## config.mk

```make
export PLATFORM = sky130hd
export DESIGN_NAME = analog_key_multi_threshold
export DESIGN_NICKNAME = d
export VERILOG_FILES = /design/src/hdl/akmt_pkg.sv /design/src/hdl/analog_key_multi_threshold.sv /design/src/hdl/akmt_ctrl.sv /design/src/hdl/akmt_dp.sv
export SDC_FILE = /design/constraint.sdc
export NUM_CORES = 1
export LEC_CHECK = 0
export BUFFER_PORTS_ARGS = -buffer_cell sky130_fd_sc_hd__clkbuf_2
export CORE_MARGIN = 5
export CORE_UTILIZATION = 56
export CTS_BUF_LIST = sky130_fd_sc_hd__clkbuf_8
export CTS_CLUSTER_DIAMETER = 30
export DETAILED_ROUTE_END_ITERATION = 8
export HOLD_SLACK_MARGIN = 0.05
export PLACE_DENSITY = 0.74
export SYNTH_ARGS = -nofsm -noshare
export SYNTH_HDL_FRONTEND = slang
export SYNTH_SLANG_ARGS = --single-unit
```

## constraint.sdc

```tcl
create_clock -name clk -period 10.4 [get_ports clk]
set_clock_uncertainty 0.1 [all_clocks]
set_input_delay 0.52 -clock clk [delete_from_list [all_inputs] [get_ports clk]]
set_output_delay 0.52 -clock clk [all_outputs]
set_load 0.02 [all_outputs]
```

## src/hdl/akmt_pkg.sv

```systemverilog
// akmt_pkg: shared types, codes and reset values for the analog key multi-threshold block
// used by akmt_ctrl, akmt_dp and analog_key_multi_threshold; depends on nothing

package akmt_pkg;

	// default sizes
	localparam int ACTIVE_SLOTS_DEF = 10;
	localparam int MAX_TRIGGERS_DEF = 4;
	localparam int THRESHOLD_REGS   = 4;

	// field widths
	localparam int CMD_W      = 2;
	localparam int POS_W      = 8;
	localparam int VAL_W      = 8;
	localparam int KIND_W     = 2;
	localparam int TRIG_IDX_W = 2;
	localparam int TRIG_CNT_W = 3;
	localparam int CFG_ADDR_W = 3;
	localparam int CFG_DATA_W = 8;

	// request commands
	localparam logic [CMD_W-1:0] CMD_REGISTER = 2'd0;
	localparam logic [CMD_W-1:0] CMD_FREE     = 2'd1;
	localparam logic [CMD_W-1:0] CMD_SAMPLE   = 2'd2;
	localparam logic [CMD_W-1:0] CMD_UNUSED   = 2'd3;

	// result kinds
	localparam logic [KIND_W-1:0] EV_TRIGGER = 2'd0;
	localparam logic [KIND_W-1:0] EV_FULL    = 2'd1;
	localparam logic [KIND_W-1:0] EV_UNKNOWN = 2'd2;

	// configuration register indexes
	localparam logic [CFG_ADDR_W-1:0] REG_TRIGGER_COUNT = 3'd0;
	localparam logic [CFG_ADDR_W-1:0] REG_THRESHOLD_0   = 3'd1;
	localparam logic [CFG_ADDR_W-1:0] REG_THRESHOLD_1   = 3'd2;
	localparam logic [CFG_ADDR_W-1:0] REG_THRESHOLD_2   = 3'd3;
	localparam logic [CFG_ADDR_W-1:0] REG_THRESHOLD_3   = 3'd4;
	localparam logic [CFG_ADDR_W-1:0] REG_HYSTERESIS    = 3'd5;

	// configuration reset values
	localparam logic [TRIG_CNT_W-1:0] TRIG_COUNT_RST = 3'd1;
	localparam logic [VAL_W-1:0] THRESHOLD_RST [THRESHOLD_REGS] = '{8'd128, 8'd160, 8'd192, 8'd224};
	localparam logic [VAL_W-1:0] HYSTERESIS_RST = 8'd2;

	typedef struct packed {
		logic [CMD_W-1:0] cmd;
		logic [POS_W-1:0] key_position;
		logic [VAL_W-1:0] sample_value;
	} in_item_t;

	typedef struct packed {
		logic [KIND_W-1:0]     event_kind;
		logic [TRIG_IDX_W-1:0] trigger_index;
		logic                  pressed;
		logic                  last;
	} out_item_t;

	// controller to datapath
	typedef struct packed {
		logic load_item;
		logic scan_rd;
		logic slot_take;
		logic slot_free;
		logic trig_step;
		logic emit_err;
	} ctrl_cmd_t;

	// datapath to controller
	typedef struct packed {
		logic [CMD_W-1:0] item_cmd;
		logic             hit;
		logic             scan_end;
		logic             out_space;
		logic             trig_last;
		logic             used_zero;
	} dp_stat_t;

endpackage

```

## src/hdl/analog_key_multi_threshold.sv

```systemverilog
// analog_key_multi_threshold: top level, controller plus datapath, result register on the output
// a request scans the slot table one slot per cycle until it hits or passes the last slot
// a sample that hits then steps one trigger per cycle while the result register has space
// requests are taken one at a time, the next only once the controller is back in idle; held results stall
// reset: arst_n clears slot occupancy, trigger states and control; configuration returns to defaults
// depends on akmt_pkg, akmt_ctrl, akmt_dp

module analog_key_multi_threshold #(
	parameter int ACTIVE_SLOTS = akmt_pkg::ACTIVE_SLOTS_DEF,
	parameter int MAX_TRIGGERS = akmt_pkg::MAX_TRIGGERS_DEF
) (
	input  logic                             clk,
	input  logic                             arst_n,
	input  logic                             in_valid,
	output logic                             in_ready,
	input  akmt_pkg::in_item_t               in_data,
	output logic                             out_valid,
	input  logic                             out_ready,
	output akmt_pkg::out_item_t              out_data,
	input  logic                             cfg_we,
	input  logic [akmt_pkg::CFG_ADDR_W-1:0]  cfg_addr,
	input  logic [akmt_pkg::CFG_DATA_W-1:0]  cfg_wdata
);
	import akmt_pkg::*;

	ctrl_cmd_t ctrl_cmd;
	dp_stat_t  dp_stat;

	// sequencing
	akmt_ctrl u_ctrl (
		.clk      (clk),
		.arst_n   (arst_n),
		.in_valid (in_valid),
		.in_ready (in_ready),
		.stat     (dp_stat),
		.cmd      (ctrl_cmd)
	);

	// storage and compare
	akmt_dp #(
		.ACTIVE_SLOTS (ACTIVE_SLOTS),
		.MAX_TRIGGERS (MAX_TRIGGERS)
	) u_dp (
		.clk       (clk),
		.arst_n    (arst_n),
		.in_data   (in_data),
		.cfg_we    (cfg_we),
		.cfg_addr  (cfg_addr),
		.cfg_wdata (cfg_wdata),
		.cmd       (ctrl_cmd),
		.stat      (dp_stat),
		.out_valid (out_valid),
		.out_ready (out_ready),
		.out_data  (out_data)
	);

	// a taken request keeps the block busy for at least the next cycle
	a_busy_after_accept: assert property (@(posedge clk) disable iff (!arst_n)
		in_valid && in_ready |=> !in_ready)
		else $error("request accepted while previous one in flight");

	// more results of the same request follow, so no new request may be taken
	a_not_last_busy: assert property (@(posedge clk) disable iff (!arst_n)
		out_valid && out_ready && !out_data.last |-> !in_ready)
		else $error("idle with results still pending");

	// error results stand alone with cleared trigger fields
	a_error_shape: assert property (@(posedge clk) disable iff (!arst_n)
		out_valid && out_data.event_kind != EV_TRIGGER |->
			out_data.last && out_data.trigger_index == '0 && !out_data.pressed)
		else $error("malformed error result");

	// table updates, trigger steps, error emission and capture never overlap
	a_cmd_exclusive: assert property (@(posedge clk) disable iff (!arst_n)
		$onehot0({ctrl_cmd.load_item, ctrl_cmd.slot_take, ctrl_cmd.slot_free,
			ctrl_cmd.trig_step, ctrl_cmd.emit_err}))
		else $error("conflicting datapath commands");

endmodule

```

## src/hdl/akmt_ctrl.sv

```systemverilog
// akmt_ctrl: sequencing state machine for the analog key multi-threshold block
// depends on akmt_pkg; drives akmt_dp through ctrl_cmd_t and reads dp_stat_t

module akmt_ctrl (
	input  logic                 clk,
	input  logic                 arst_n,
	input  logic                 in_valid,
	output logic                 in_ready,
	input  akmt_pkg::dp_stat_t   stat,
	output akmt_pkg::ctrl_cmd_t  cmd
);
	import akmt_pkg::*;

	localparam logic [1:0] ST_IDLE = 2'd0;
	localparam logic [1:0] ST_SCAN = 2'd1;
	localparam logic [1:0] ST_TRIG = 2'd2;
	localparam logic [1:0] ST_ERR  = 2'd3;

	logic [1:0] state_q;
	logic [1:0] state_d;

	// next state and commands
	always_comb begin
		cmd      = '0;
		state_d  = state_q;
		in_ready = (state_q == ST_IDLE);
		unique case (state_q)
			ST_IDLE: begin
				if (in_valid) begin
					cmd.load_item = 1'b1;
					state_d       = ST_SCAN;
				end
			end
			ST_SCAN: begin
				if (stat.item_cmd == CMD_UNUSED) begin
					state_d = ST_IDLE;
				end else if (stat.hit) begin
					unique case (stat.item_cmd)
						CMD_REGISTER: begin
							cmd.slot_take = 1'b1;
							state_d       = ST_IDLE;
						end
						CMD_FREE: begin
							cmd.slot_free = 1'b1;
							state_d       = ST_IDLE;
						end
						CMD_SAMPLE: begin
							state_d = stat.used_zero ? ST_IDLE : ST_TRIG;
						end
						default: begin
							state_d = ST_IDLE;
						end
					endcase
				end else if (stat.scan_end) begin
					if (stat.item_cmd == CMD_SAMPLE) begin
						state_d = ST_IDLE;
					end else begin
						state_d = ST_ERR;
					end
				end else begin
					cmd.scan_rd = 1'b1;
				end
			end
			ST_TRIG: begin
				if (stat.out_space) begin
					cmd.trig_step = 1'b1;
					if (stat.trig_last) begin
						state_d = ST_IDLE;
					end
				end
			end
			ST_ERR: begin
				if (stat.out_space) begin
					cmd.emit_err = 1'b1;
					state_d      = ST_IDLE;
				end
			end
			default: begin
				state_d = ST_IDLE;
			end
		endcase
	end

	// state register
	always_ff @(posedge clk or negedge arst_n) begin
		if (!arst_n) begin
			state_q <= ST_IDLE;
		end else begin
			state_q <= state_d;
		end
	end

endmodule

```

## src/hdl/akmt_dp.sv

```systemverilog
// akmt_dp: datapath with configuration registers, slot table, trigger states and result register
// depends on akmt_pkg; commanded by akmt_ctrl

module akmt_dp #(
	parameter int ACTIVE_SLOTS = akmt_pkg::ACTIVE_SLOTS_DEF,
	parameter int MAX_TRIGGERS = akmt_pkg::MAX_TRIGGERS_DEF
) (
	input  logic                                 clk,
	input  logic                                 arst_n,
	input  akmt_pkg::in_item_t                   in_data,
	input  logic                                 cfg_we,
	input  logic [akmt_pkg::CFG_ADDR_W-1:0]      cfg_addr,
	input  logic [akmt_pkg::CFG_DATA_W-1:0]      cfg_wdata,
	input  akmt_pkg::ctrl_cmd_t                  cmd,
	output akmt_pkg::dp_stat_t                   stat,
	output logic                                 out_valid,
	input  logic                                 out_ready,
	output akmt_pkg::out_item_t                  out_data
);
	import akmt_pkg::*;

	localparam int SLOT_W   = (ACTIVE_SLOTS > 1) ? $clog2(ACTIVE_SLOTS) : 1;
	localparam int NUM_TRIG = (MAX_TRIGGERS < THRESHOLD_REGS) ? MAX_TRIGGERS : THRESHOLD_REGS;
	localparam int TI_W     = (NUM_TRIG > 1) ? $clog2(NUM_TRIG) : 1;
	localparam logic [SLOT_W-1:0]     LAST_SLOT  = SLOT_W'(ACTIVE_SLOTS - 1);
	localparam logic [TRIG_CNT_W-1:0] NUM_TRIG_C = TRIG_CNT_W'(NUM_TRIG);

	// configuration
	logic [TRIG_CNT_W-1:0] trig_cnt_q;
	logic [VAL_W-1:0]      thr_q [THRESHOLD_REGS];
	logic [VAL_W-1:0]      hyst_q;

	// current request
	in_item_t item_q;

	// slot table
	logic [POS_W-1:0]        slot_mem [ACTIVE_SLOTS];
	logic [ACTIVE_SLOTS-1:0] occ_q;

	// scan pipeline
	logic [SLOT_W-1:0] rd_addr_q;
	logic              rd_done_q;
	logic              rd_en;
	logic              rd_v_s1;
	logic [SLOT_W-1:0] rd_idx_s1;
	logic              rd_occ_s1;
	logic [POS_W-1:0]  rd_pos_s1;
	logic              hit;

	// triggers
	logic [NUM_TRIG-1:0]   trig_on_q;
	logic [TI_W-1:0]       trig_idx_q;
	logic [TRIG_CNT_W-1:0] used;
	logic [VAL_W:0]        hyst_sum;
	logic [NUM_TRIG-1:0]   change;
	logic                  later_change;

	// result register
	logic      out_valid_q;
	out_item_t out_q;
	logic      out_space;
	logic      trig_load;

	// configuration writes
	always_ff @(posedge clk or negedge arst_n) begin
		if (!arst_n) begin
			trig_cnt_q <= TRIG_COUNT_RST;
			hyst_q     <= HYSTERESIS_RST;
			for (int k = 0; k < THRESHOLD_REGS; k++) begin
				thr_q[k] <= THRESHOLD_RST[k];
			end
		end else if (cfg_we) begin
			priority if (cfg_addr == REG_TRIGGER_COUNT) begin
				trig_cnt_q <= cfg_wdata[TRIG_CNT_W-1:0];
			end else if (cfg_addr >= REG_THRESHOLD_0 && cfg_addr <= REG_THRESHOLD_3) begin
				thr_q[TRIG_IDX_W'(cfg_addr - REG_THRESHOLD_0)] <= cfg_wdata;
			end else if (cfg_addr == REG_HYSTERESIS) begin
				hyst_q <= cfg_wdata;
			end else begin
				// unknown index, ignored
			end
		end
	end

	// request capture
	always_ff @(posedge clk or negedge arst_n) begin
		if (!arst_n) begin
			item_q.cmd          <= CMD_UNUSED;
			item_q.key_position <= '0;
			item_q.sample_value <= '0;
		end else if (cmd.load_item) begin
			item_q <= in_data;
		end
	end

	// scan address walks the slots once per request
	assign rd_en = cmd.scan_rd && !rd_done_q;

	always_ff @(posedge clk or negedge arst_n) begin
		if (!arst_n) begin
			rd_addr_q <= '0;
			rd_done_q <= 1'b0;
			rd_v_s1   <= 1'b0;
		end else if (cmd.load_item) begin
			rd_addr_q <= '0;
			rd_done_q <= 1'b0;
			rd_v_s1   <= 1'b0;
		end else begin
			rd_v_s1 <= rd_en;
			if (rd_en) begin
				rd_addr_q <= (rd_addr_q == LAST_SLOT) ? '0 : rd_addr_q + SLOT_W'(1);
				rd_done_q <= (rd_addr_q == LAST_SLOT);
			end
		end
	end

	always_ff @(posedge clk) begin
		if (rd_en) begin
			rd_idx_s1 <= rd_addr_q;
			rd_occ_s1 <= occ_q[rd_addr_q];
		end
	end

	// slot position memory, registered read
	always_ff @(posedge clk) begin
		if (cmd.slot_take) begin
			slot_mem[rd_idx_s1] <= item_q.key_position;
		end
		if (rd_en) begin
			rd_pos_s1 <= slot_mem[rd_addr_q];
		end
	end

	// occupancy bits
	always_ff @(posedge clk or negedge arst_n) begin
		if (!arst_n) begin
			occ_q <= '0;
		end else if (cmd.slot_take) begin
			occ_q[rd_idx_s1] <= 1'b1;
		end else if (cmd.slot_free) begin
			occ_q[rd_idx_s1] <= 1'b0;
		end
	end

	// register looks for a free slot, free and sample for a matching one
	always_comb begin
		if (item_q.cmd == CMD_REGISTER) begin
			hit = rd_v_s1 && !rd_occ_s1;
		end else begin
			hit = rd_v_s1 && rd_occ_s1 && (rd_pos_s1 == item_q.key_position);
		end
	end

	// trigger evaluation, all thresholds side by side
	assign used     = (trig_cnt_q > NUM_TRIG_C) ? NUM_TRIG_C : trig_cnt_q;
	assign hyst_sum = {1'b0, item_q.sample_value} + {1'b0, hyst_q};

	always_comb begin
		for (int k = 0; k < NUM_TRIG; k++) begin
			change[k] = (TRIG_CNT_W'(k) < used) &&
				((!trig_on_q[k] && item_q.sample_value > thr_q[k]) ||
				 (trig_on_q[k] && hyst_sum < {1'b0, thr_q[k]}));
		end
	end

	always_comb begin
		later_change = 1'b0;
		for (int k = 0; k < NUM_TRIG; k++) begin
			if (TRIG_CNT_W'(k) > TRIG_CNT_W'(trig_idx_q)) begin
				later_change = later_change | change[k];
			end
		end
	end

	assign trig_load = cmd.trig_step && change[trig_idx_q];

	// trigger states and step counter
	always_ff @(posedge clk or negedge arst_n) begin
		if (!arst_n) begin
			trig_on_q  <= '0;
			trig_idx_q <= '0;
		end else if (cmd.load_item) begin
			trig_idx_q <= '0;
		end else if (cmd.trig_step) begin
			trig_idx_q <= trig_idx_q + TI_W'(1);
			if (trig_load) begin
				trig_on_q[trig_idx_q] <= !trig_on_q[trig_idx_q];
			end
		end
	end

	// result register
	assign out_space = !out_valid_q || out_ready;

	always_ff @(posedge clk or negedge arst_n) begin
		if (!arst_n) begin
			out_valid_q <= 1'b0;
		end else if (trig_load || cmd.emit_err) begin
			out_valid_q <= 1'b1;
		end else if (out_ready) begin
			out_valid_q <= 1'b0;
		end
	end

	always_ff @(posedge clk) begin
		if (cmd.emit_err) begin
			out_q.event_kind    <= (item_q.cmd == CMD_REGISTER) ? EV_FULL : EV_UNKNOWN;
			out_q.trigger_index <= '0;
			out_q.pressed       <= 1'b0;
			out_q.last          <= 1'b1;
		end else if (trig_load) begin
			out_q.event_kind    <= EV_TRIGGER;
			out_q.trigger_index <= TRIG_IDX_W'(trig_idx_q);
			out_q.pressed       <= !trig_on_q[trig_idx_q];
			out_q.last          <= !later_change;
		end
	end

	assign out_valid = out_valid_q;
	assign out_data  = out_q;

	// status to controller
	assign stat.item_cmd  = item_q.cmd;
	assign stat.hit       = hit;
	assign stat.scan_end  = rd_v_s1 && !hit && (rd_idx_s1 == LAST_SLOT);
	assign stat.out_space = out_space;
	assign stat.trig_last = (TRIG_CNT_W'(trig_idx_q) + TRIG_CNT_W'(1)) == used;
	assign stat.used_zero = (used == '0);

endmodule
```

### Word-level counts from Yosys, hierarchy flattened

Memory sizes are Yosys's and may differ from the RTL's. A register that Yosys moved wholly into a read port is not among the register bits.
Cells that the tools add are included.

| storage, ports and cells | value |
|---|---|
| latch bits | 0 |
| register bits | 97 |
| word-level logic and storage cells | 191 |
| output and inout bits | 8 |
| memory bits (read-only) | 0 |
| bits in writable memories | 80 |
| memories | 1 |

Memory list:

| name | words | width | rd ports | clocked after memory_dff | wr ports | line | source |
|---|---|---|---|---|---|---|---|
| u_dp.slot_mem | 10 | 8 | 1 | 1 | 1 | akmt_dp.sv:37 | `logic [POS_W-1:0] slot_mem [ACTIVE_SLOTS];` |

| operators by class | value |
|---|---|
| div/mod/pow operators | 0 |
| multiply operators | 0 |
| bitwise operators | 9 |
| add/subtract/negate cells | 5 |
| reductions and logical operators | 53 |
| eq/ne operators | 16 |
| shift-type cells | 0 |
| $lt $le $gt $ge | 25 |
| mux-type cells | 59 |

Operators with widths:

| operator | count |
|---|---|
| 9-bit by 8-bit < comparator with 1-bit output | 4 |
| 32-bit bitwise mux | 1 |
| 8-bit greater-than comparator | 4 |
| 2-bit 2-to-1 mux | 14 |
| 1-bit 2-to-1 mux | 25 |
| 1-bit logical AND | 23 |
| 10-bit 2-to-1 mux | 2 |
| 8-bit demux with 2-bit select | 1 |
| 4-bit 2-to-1 mux | 3 |
| 6-bit 2-to-1 mux | 2 |
| 10-bit bitwise AND | 1 |
| 1-bit zero test | 10 |
| 4-bit by 5-bit < comparator with 1-bit output, second input constant | 2 |
| 10-bit inverter | 1 |
| 10-bit bitwise OR | 1 |
| 2-bit nonzero test | 5 |
| 8-bit by 8-bit adder with 9-bit output | 1 |
| 3-bit 2-to-1 mux | 3 |
| 2-bit == test, second input constant | 4 |
| 4-bit == test, second input constant | 2 |
| 8-bit == test | 1 |
| 8-bit 2-to-1 mux | 1 |
| 2-bit case mux with 4 select lines | 1 |
| 3-bit zero test | 2 |
| other kinds (36) | 53 |

### Depth between registers and ports, before layout

| logic depth | value |
|---|---|
| depth after elaboration | 13 |
| gate-level depth with buffers | 18 |
| mapped depth without buffers | 17 |

### By module

From an unflattened synthesis, not the netlist that was laid out.

| second synthesis, totals | value |
|---|---|
| cell total of the unflattened synthesis | 752 |
| area, all modules | 9,369.0 µm² |

Modules (own cells, without submodules):

| module | cells an instance | times used | area an instance (µm²) |
|---|---|---|---|
| akmt_dp | 731 | 1 | 9,196.3 |
| akmt_ctrl | 21 | 1 | 172.7 |

### Worst setup path before layout

Ideal clock, no wire load.

| timing path | value |
|---|---|
| path type | register to register |
| start | register u_dp.hyst_q[1] |
| end | register u_dp.out_q (netlist bit u_dp.out_data[4]) (enable) |
| setup slack | 6.422 ns |
| period minus slack after synthesis | 3.978 ns |
| library setup time | 0.298 ns |
| path buffers | 1 |
| required time | 10.002 ns |
| stages on the path, launching flop included | 16 |
| arrival | 3.580 ns |
| path through | dfstp_2 -> inv_1 -> fa_1 -> nor2b_4 -> o31a_1 -> o21a_1 -> nor2_1 -> xnor2_1 -> ha_1 -> a2111o_1 -> o31a_1 -> o32ai_1 -> a22oi_1 -> or2_0 -> buf_2 -> nand2_1 |

| between the ends | value |
|---|---|
| cells in the longest elaborated chain, start to end | 9 |

Ends and longest elaborated chain:

| item | line | source |
|---|---|---|
| from (decl) | akmt_dp.sv:31 | `logic [VAL_W-1:0] hyst_q;` |
| from (signal assigned) | akmt_dp.sv:78 | `hyst_q <= cfg_wdata;` |
| 8-bit by 8-bit adder with 9-bit output * | akmt_dp.sv:156 | `assign hyst_sum = {1'b0, item_q.sample_value} + {1'b0, hyst_q};` |
| 9-bit by 8-bit < comparator with 1-bit output | akmt_dp.sv:162 | `(trig_on_q[k] && hyst_sum < {1'b0, thr_q[k]}));` |
| 1-bit logical AND | akmt_dp.sv:162 |  |
| 1-bit logical OR | akmt_dp.sv:161 | `((!trig_on_q[k] && item_q.sample_value > thr_q[k]) \|\|` |
| 1-bit logical AND | akmt_dp.sv:160 | `change[k] = (TRIG_CNT_W'(k) < used) &&` |
| 1-bit binary-select mux with 2-bit select * | akmt_dp.sv:175 | `assign trig_load = cmd.trig_step && change[trig_idx_q];` |
| 1-bit 2-to-1 mux (not written as such) * | akmt_dp.sv:175 |  |
| 1-bit logical AND * | akmt_dp.sv:175 |  |
| 2-bit nonzero test (no line) * | - |  |
| to (decl) | akmt_dp.sv:60 | `out_item_t out_q;` |

Every way passes the cells marked *; elsewhere a longest branch is shown, timed or not. The select of a mux whose other input is x is not followed.
A chain may end at the register's enable or synchronous reset.

### Worst setup path in the final report

| timing path | value |
|---|---|
| start | register u_dp.item_q[1] (netlist name) |
| end | register u_dp.out_q (netlist bit u_dp.out_data[5]) (enable) |

| between the ends | value |
|---|---|
| cells in the longest elaborated chain, start to end | 9 |

Ends and longest elaborated chain:

| item | line | source |
|---|---|---|
| from (decl) | akmt_dp.sv:34 | `in_item_t item_q;` |
| from (signal assigned) | akmt_dp.sv:92 | `item_q <= in_data;` |
| 8-bit by 8-bit adder with 9-bit output | akmt_dp.sv:156 |  |
| 9-bit by 8-bit < comparator with 1-bit output | akmt_dp.sv:162 |  |
| 1-bit logical AND | akmt_dp.sv:162 |  |
| 1-bit logical OR | akmt_dp.sv:161 |  |
| 1-bit logical AND | akmt_dp.sv:160 |  |
| 1-bit binary-select mux with 2-bit select * | akmt_dp.sv:175 |  |
| 1-bit 2-to-1 mux (not written as such) * | akmt_dp.sv:175 |  |
| 1-bit logical AND * | akmt_dp.sv:175 |  |
| 2-bit nonzero test (no line) * | - |  |

Marks and branches as above.

==> reports/qor.yml <==
power_and_ir_drop:
  p_sw_share_pct: 40.8
  p_leak_nw: 4.13
  p_comb_share_pct: 41.0
  clockPowerShare_pct: 17.4
  powerDensity_nw_per_um2: 275
  switchingPower_mw: 1.14
  intPower_mw: 1.65
  ir_drop_v: 0.000142
  power_frac_seq_pct: 41.7
hold_path:
  min_to: "u_dp.stat[5]"
  min-delay-start: "in_data[16]"
  hold_class: "input port to flip-flop"
  worstHoldPathCells: 3
setup_path:
  crit_buf_inv: 1
  reg2reg_to: "u_dp.out_data[5]"
  critPathArrivalTime_ns: 4.88
  r2r_slack_ns: 5.62
  crit_chain: "inv_1, fa_1, nor2b_4, o31a_1, o21a_1, nor2_1, xnor2_1, ha_1, a2111o_1, o22a_1, o31a_1, o32ai_1, a22oi_1, or2_0, nand2_1"
  rr_worst_depth: 15
  crit_cells: 15
  crit_type: "flip-flop to flip-flop"
  path_max_fanout: 12
  crit_family: "compound AO/OA/AOI/OAI gates"
  cp_common_cell: "o31a_1"
  timing.critical_path.to_type: "flip-flop"
  worstPathRequired_ns: 10.50
  start_kind: "flip-flop"
  cp_slowest_cell: "fa_1"
  cpPeakStageDelay_ns: 0.50
  timing.rr.start: "u_dp.item_q[1]"
synth:
  netlist_area_um2: 9300
  yosys-top-cells-area: "edfxtp_1 (31%), dfrtp_1 (20%), ha_1 (10%)"
  synth_fp_nets: 890
  synth_seq_cells: 185
  syn_avg_cell_area_um2: 11.9
  synth_top_area_share_pct: 30.7
  synth_ff_type: "edfxtp_1"
  synth_most_common_cell: "nand2_1"
  synth_edf_count: 95
  ys_warn_count: 0
  ys_types: 62
  ys_seq_area_share_pct: 54.9
  synth_largest_area_cell: "edfxtp_1"
  async_flop_share_pct: 46.5
  synth.top_cells.by_count: "nand2_1 (98), edfxtp_1 (95), dfrtp_1 (74), ha_1 (74), o21ai_0 (59)"
  synthCells: 781
route:
  dr.pass1.iters: 5
  drt_wl_total_mm: 20.7
  vias_per_cell: 5.94
  wl_per_cell_um: 19.6
  vias: 6280
  ant_nets: 0
  drc: 0
  drt_iter0_markers: 480
clock_network:
  cts_tree: "done"
  ctsHoldBuffers: 1
  cts-htree-levels: 4
  clk_pin_slew_ns: 0.10
  postCtsResizedCells: 0
  post_cts_buffers: 0
  cts.sinks: 185
  insertion_delay_ns: 0.48
  cts_buffers: 17
  cts-root-buf: "clkbuf_8"
  cts_buffer_depth: 2
global_route:
  grt_util_all_layers_pct: 22.6
  gr-total-overflow: 0
  first_global_vias: 6441
  grt_first_pass_wirelength_mm: 34.1
  antenna_found_initial: 0
  grt_max_degree: 47
die:
  design.die.area_um2: 19300
  die_h_um: 139
  start_util_pct: 56.7
  core.rowCount: 47
  die_x_um: 139
  core_um2: 16400
  io_pins: 42
sta:
  slew_violations: 0
  finalCriticalPeriod_ns: 4.78
  tightest_slew_ns: 1.14
  slew_headroom_pct: 23.7
  rsz0062_at_grt: "no"
  fmaxAchievable_ghz: 0.209
  period_share_pct: 46.0
  hold_viol: 0
  fin_tns_setup_ns: 0
  setup-violations-final: 0
run:
  drv_cap: 0
placement:
  io_buffers: 41
  hpwlAfterDp_mm: 15.1
  placed_area_um2: 9760
  gp_congestion: 0.900
final_layout:
  final_cell_area_um2: 10200
  syn_to_final_growth_pct: 9.42
  layout.nets: 934
  diodes: 0
  drive_above_1_share_pct: 17.2
outcome:
  outcome: "complete, no violations"
-- kinds of logic after synthesis --
| group | after synthesis | synth area share [%] |
|---|---|---|
| flip-flops | 185 | 54.9 |
| buffers and inverters | 75 | 3.04 |
| adder cells (fa/ha/maj) | 75 | 10.2 |
| XOR/XNOR | 16 | 1.51 |
| AND/OR/NAND/NOR | 211 | 10.9 |
| multiplexers | 55 | 8.64 |
| AO/OA/AOI/OAI | 164 | 10.9 |
-- placed cells by master, fill, tap and decap left out, types with 16 or more instances in the layout --
cell and n:
nor2_1 30, o21ai_0 59, a211oi_1 16, clkbuf_8 18
mux4_2 18, edfxtp_1 95, dfrtp_1 73, nor2b_1 17
clkbuf_2 40, inv_1 46, nand2_1 98, a21oi_1 38
ha_1 74, mux2_2 22
-- worst reg2reg max path, stage by stage (launching register included) --
cell and delay [ns]:
dfrtp_1 0.49, inv_1 0.11, fa_1 0.50, nor2b_4 0.13, o31a_1 0.18, o21a_1 0.13, nor2_1 0.05, xnor2_1 0.39
ha_1 0.34, a2111o_1 0.44, o22a_1 0.20, o31a_1 0.11, o32ai_1 0.40, a22oi_1 0.34, or2_0 0.42, nand2_1 0.15
-- worst max path at each step --
stage | startpoint | end
after global routing | u_dp.item_q[1] | u_dp.out_data[4]
after detailed placement | u_dp.item_q[1] | u_dp.out_data[4]
after floorplan | u_dp.hyst_q[1] | u_dp.out_data[4]
after CTS | u_dp.item_q[1] | u_dp.out_data[5]
final | u_dp.item_q[1] | u_dp.out_data[5]
after global placement | u_dp.hyst_q[1] | u_dp.out_data[4]
-- power groups by stage --
stage          Combinational [mW]  Sequential, mW  Clock [mW]
6_report                     1.14            1.16       0.485
5_1_grt                      1.29            1.19       0.533
4_1_cts                      1.14            1.16       0.495
3_5_place_dp                 1.13            1.18           0
3_3_place_gp                 1.09            1.16           0
2_1_floorplan               0.881            1.08           0
-- registers in the layout (all words and copies together), names as in the netlist, 2 cells and up, named ones only --
name and cells:
u_dp.thr_q 32, u_dp.out_data 6, u_dp.item_q 16, u_dp.rd_addr_q 4, u_dp.rd_idx_s1 4, u_dp.trig_on_q 4
u_dp.rd_pos_s1 8, u_dp.hyst_q 8, u_ctrl.state_q 2, u_dp.trig_idx_q 2, u_dp.slot_mem 80, u_dp.stat 2
u_dp.trig_cnt_q 3
-- routing by layer --
metal  up-vias  global-route usage [%]  wire length [um]
met2       168                    35.9              9790
met5         -                       0                 0
li1       2955                       -                 -
met1      3129                    32.1              9570
met4         0                    6.13               276
met3        28                    4.28              1080
-- metrics by stage --
stage	setup WS, ns	util (%)	total power, mW	cells	hold WS [ns]
floorplan	6.42	-	1.96	781	0.124
global route	5.41	62.0	3.02	1058	0.101
finish	5.62	62.0	2.79	1058	0.107
global placement	5.94	59.5	2.26	1025	0.344
CTS	5.66	62.0	2.80	1058	0.0954
detailed placement	5.69	59.5	2.31	1025	0.341
-- final cells by class --
cell class / count / area [um2]
fill: 1288 / 6230
tap: 220 / 275
clock inverter: 14 / 154
inverter: 46 / 173
clock buffer: 18 / 248
timing repair buffer: 54 / 308
sequential: 185 / 5100
multi-input combinational: 521 / 3910
Note: power is estimated with default switching activity, not from simulation.
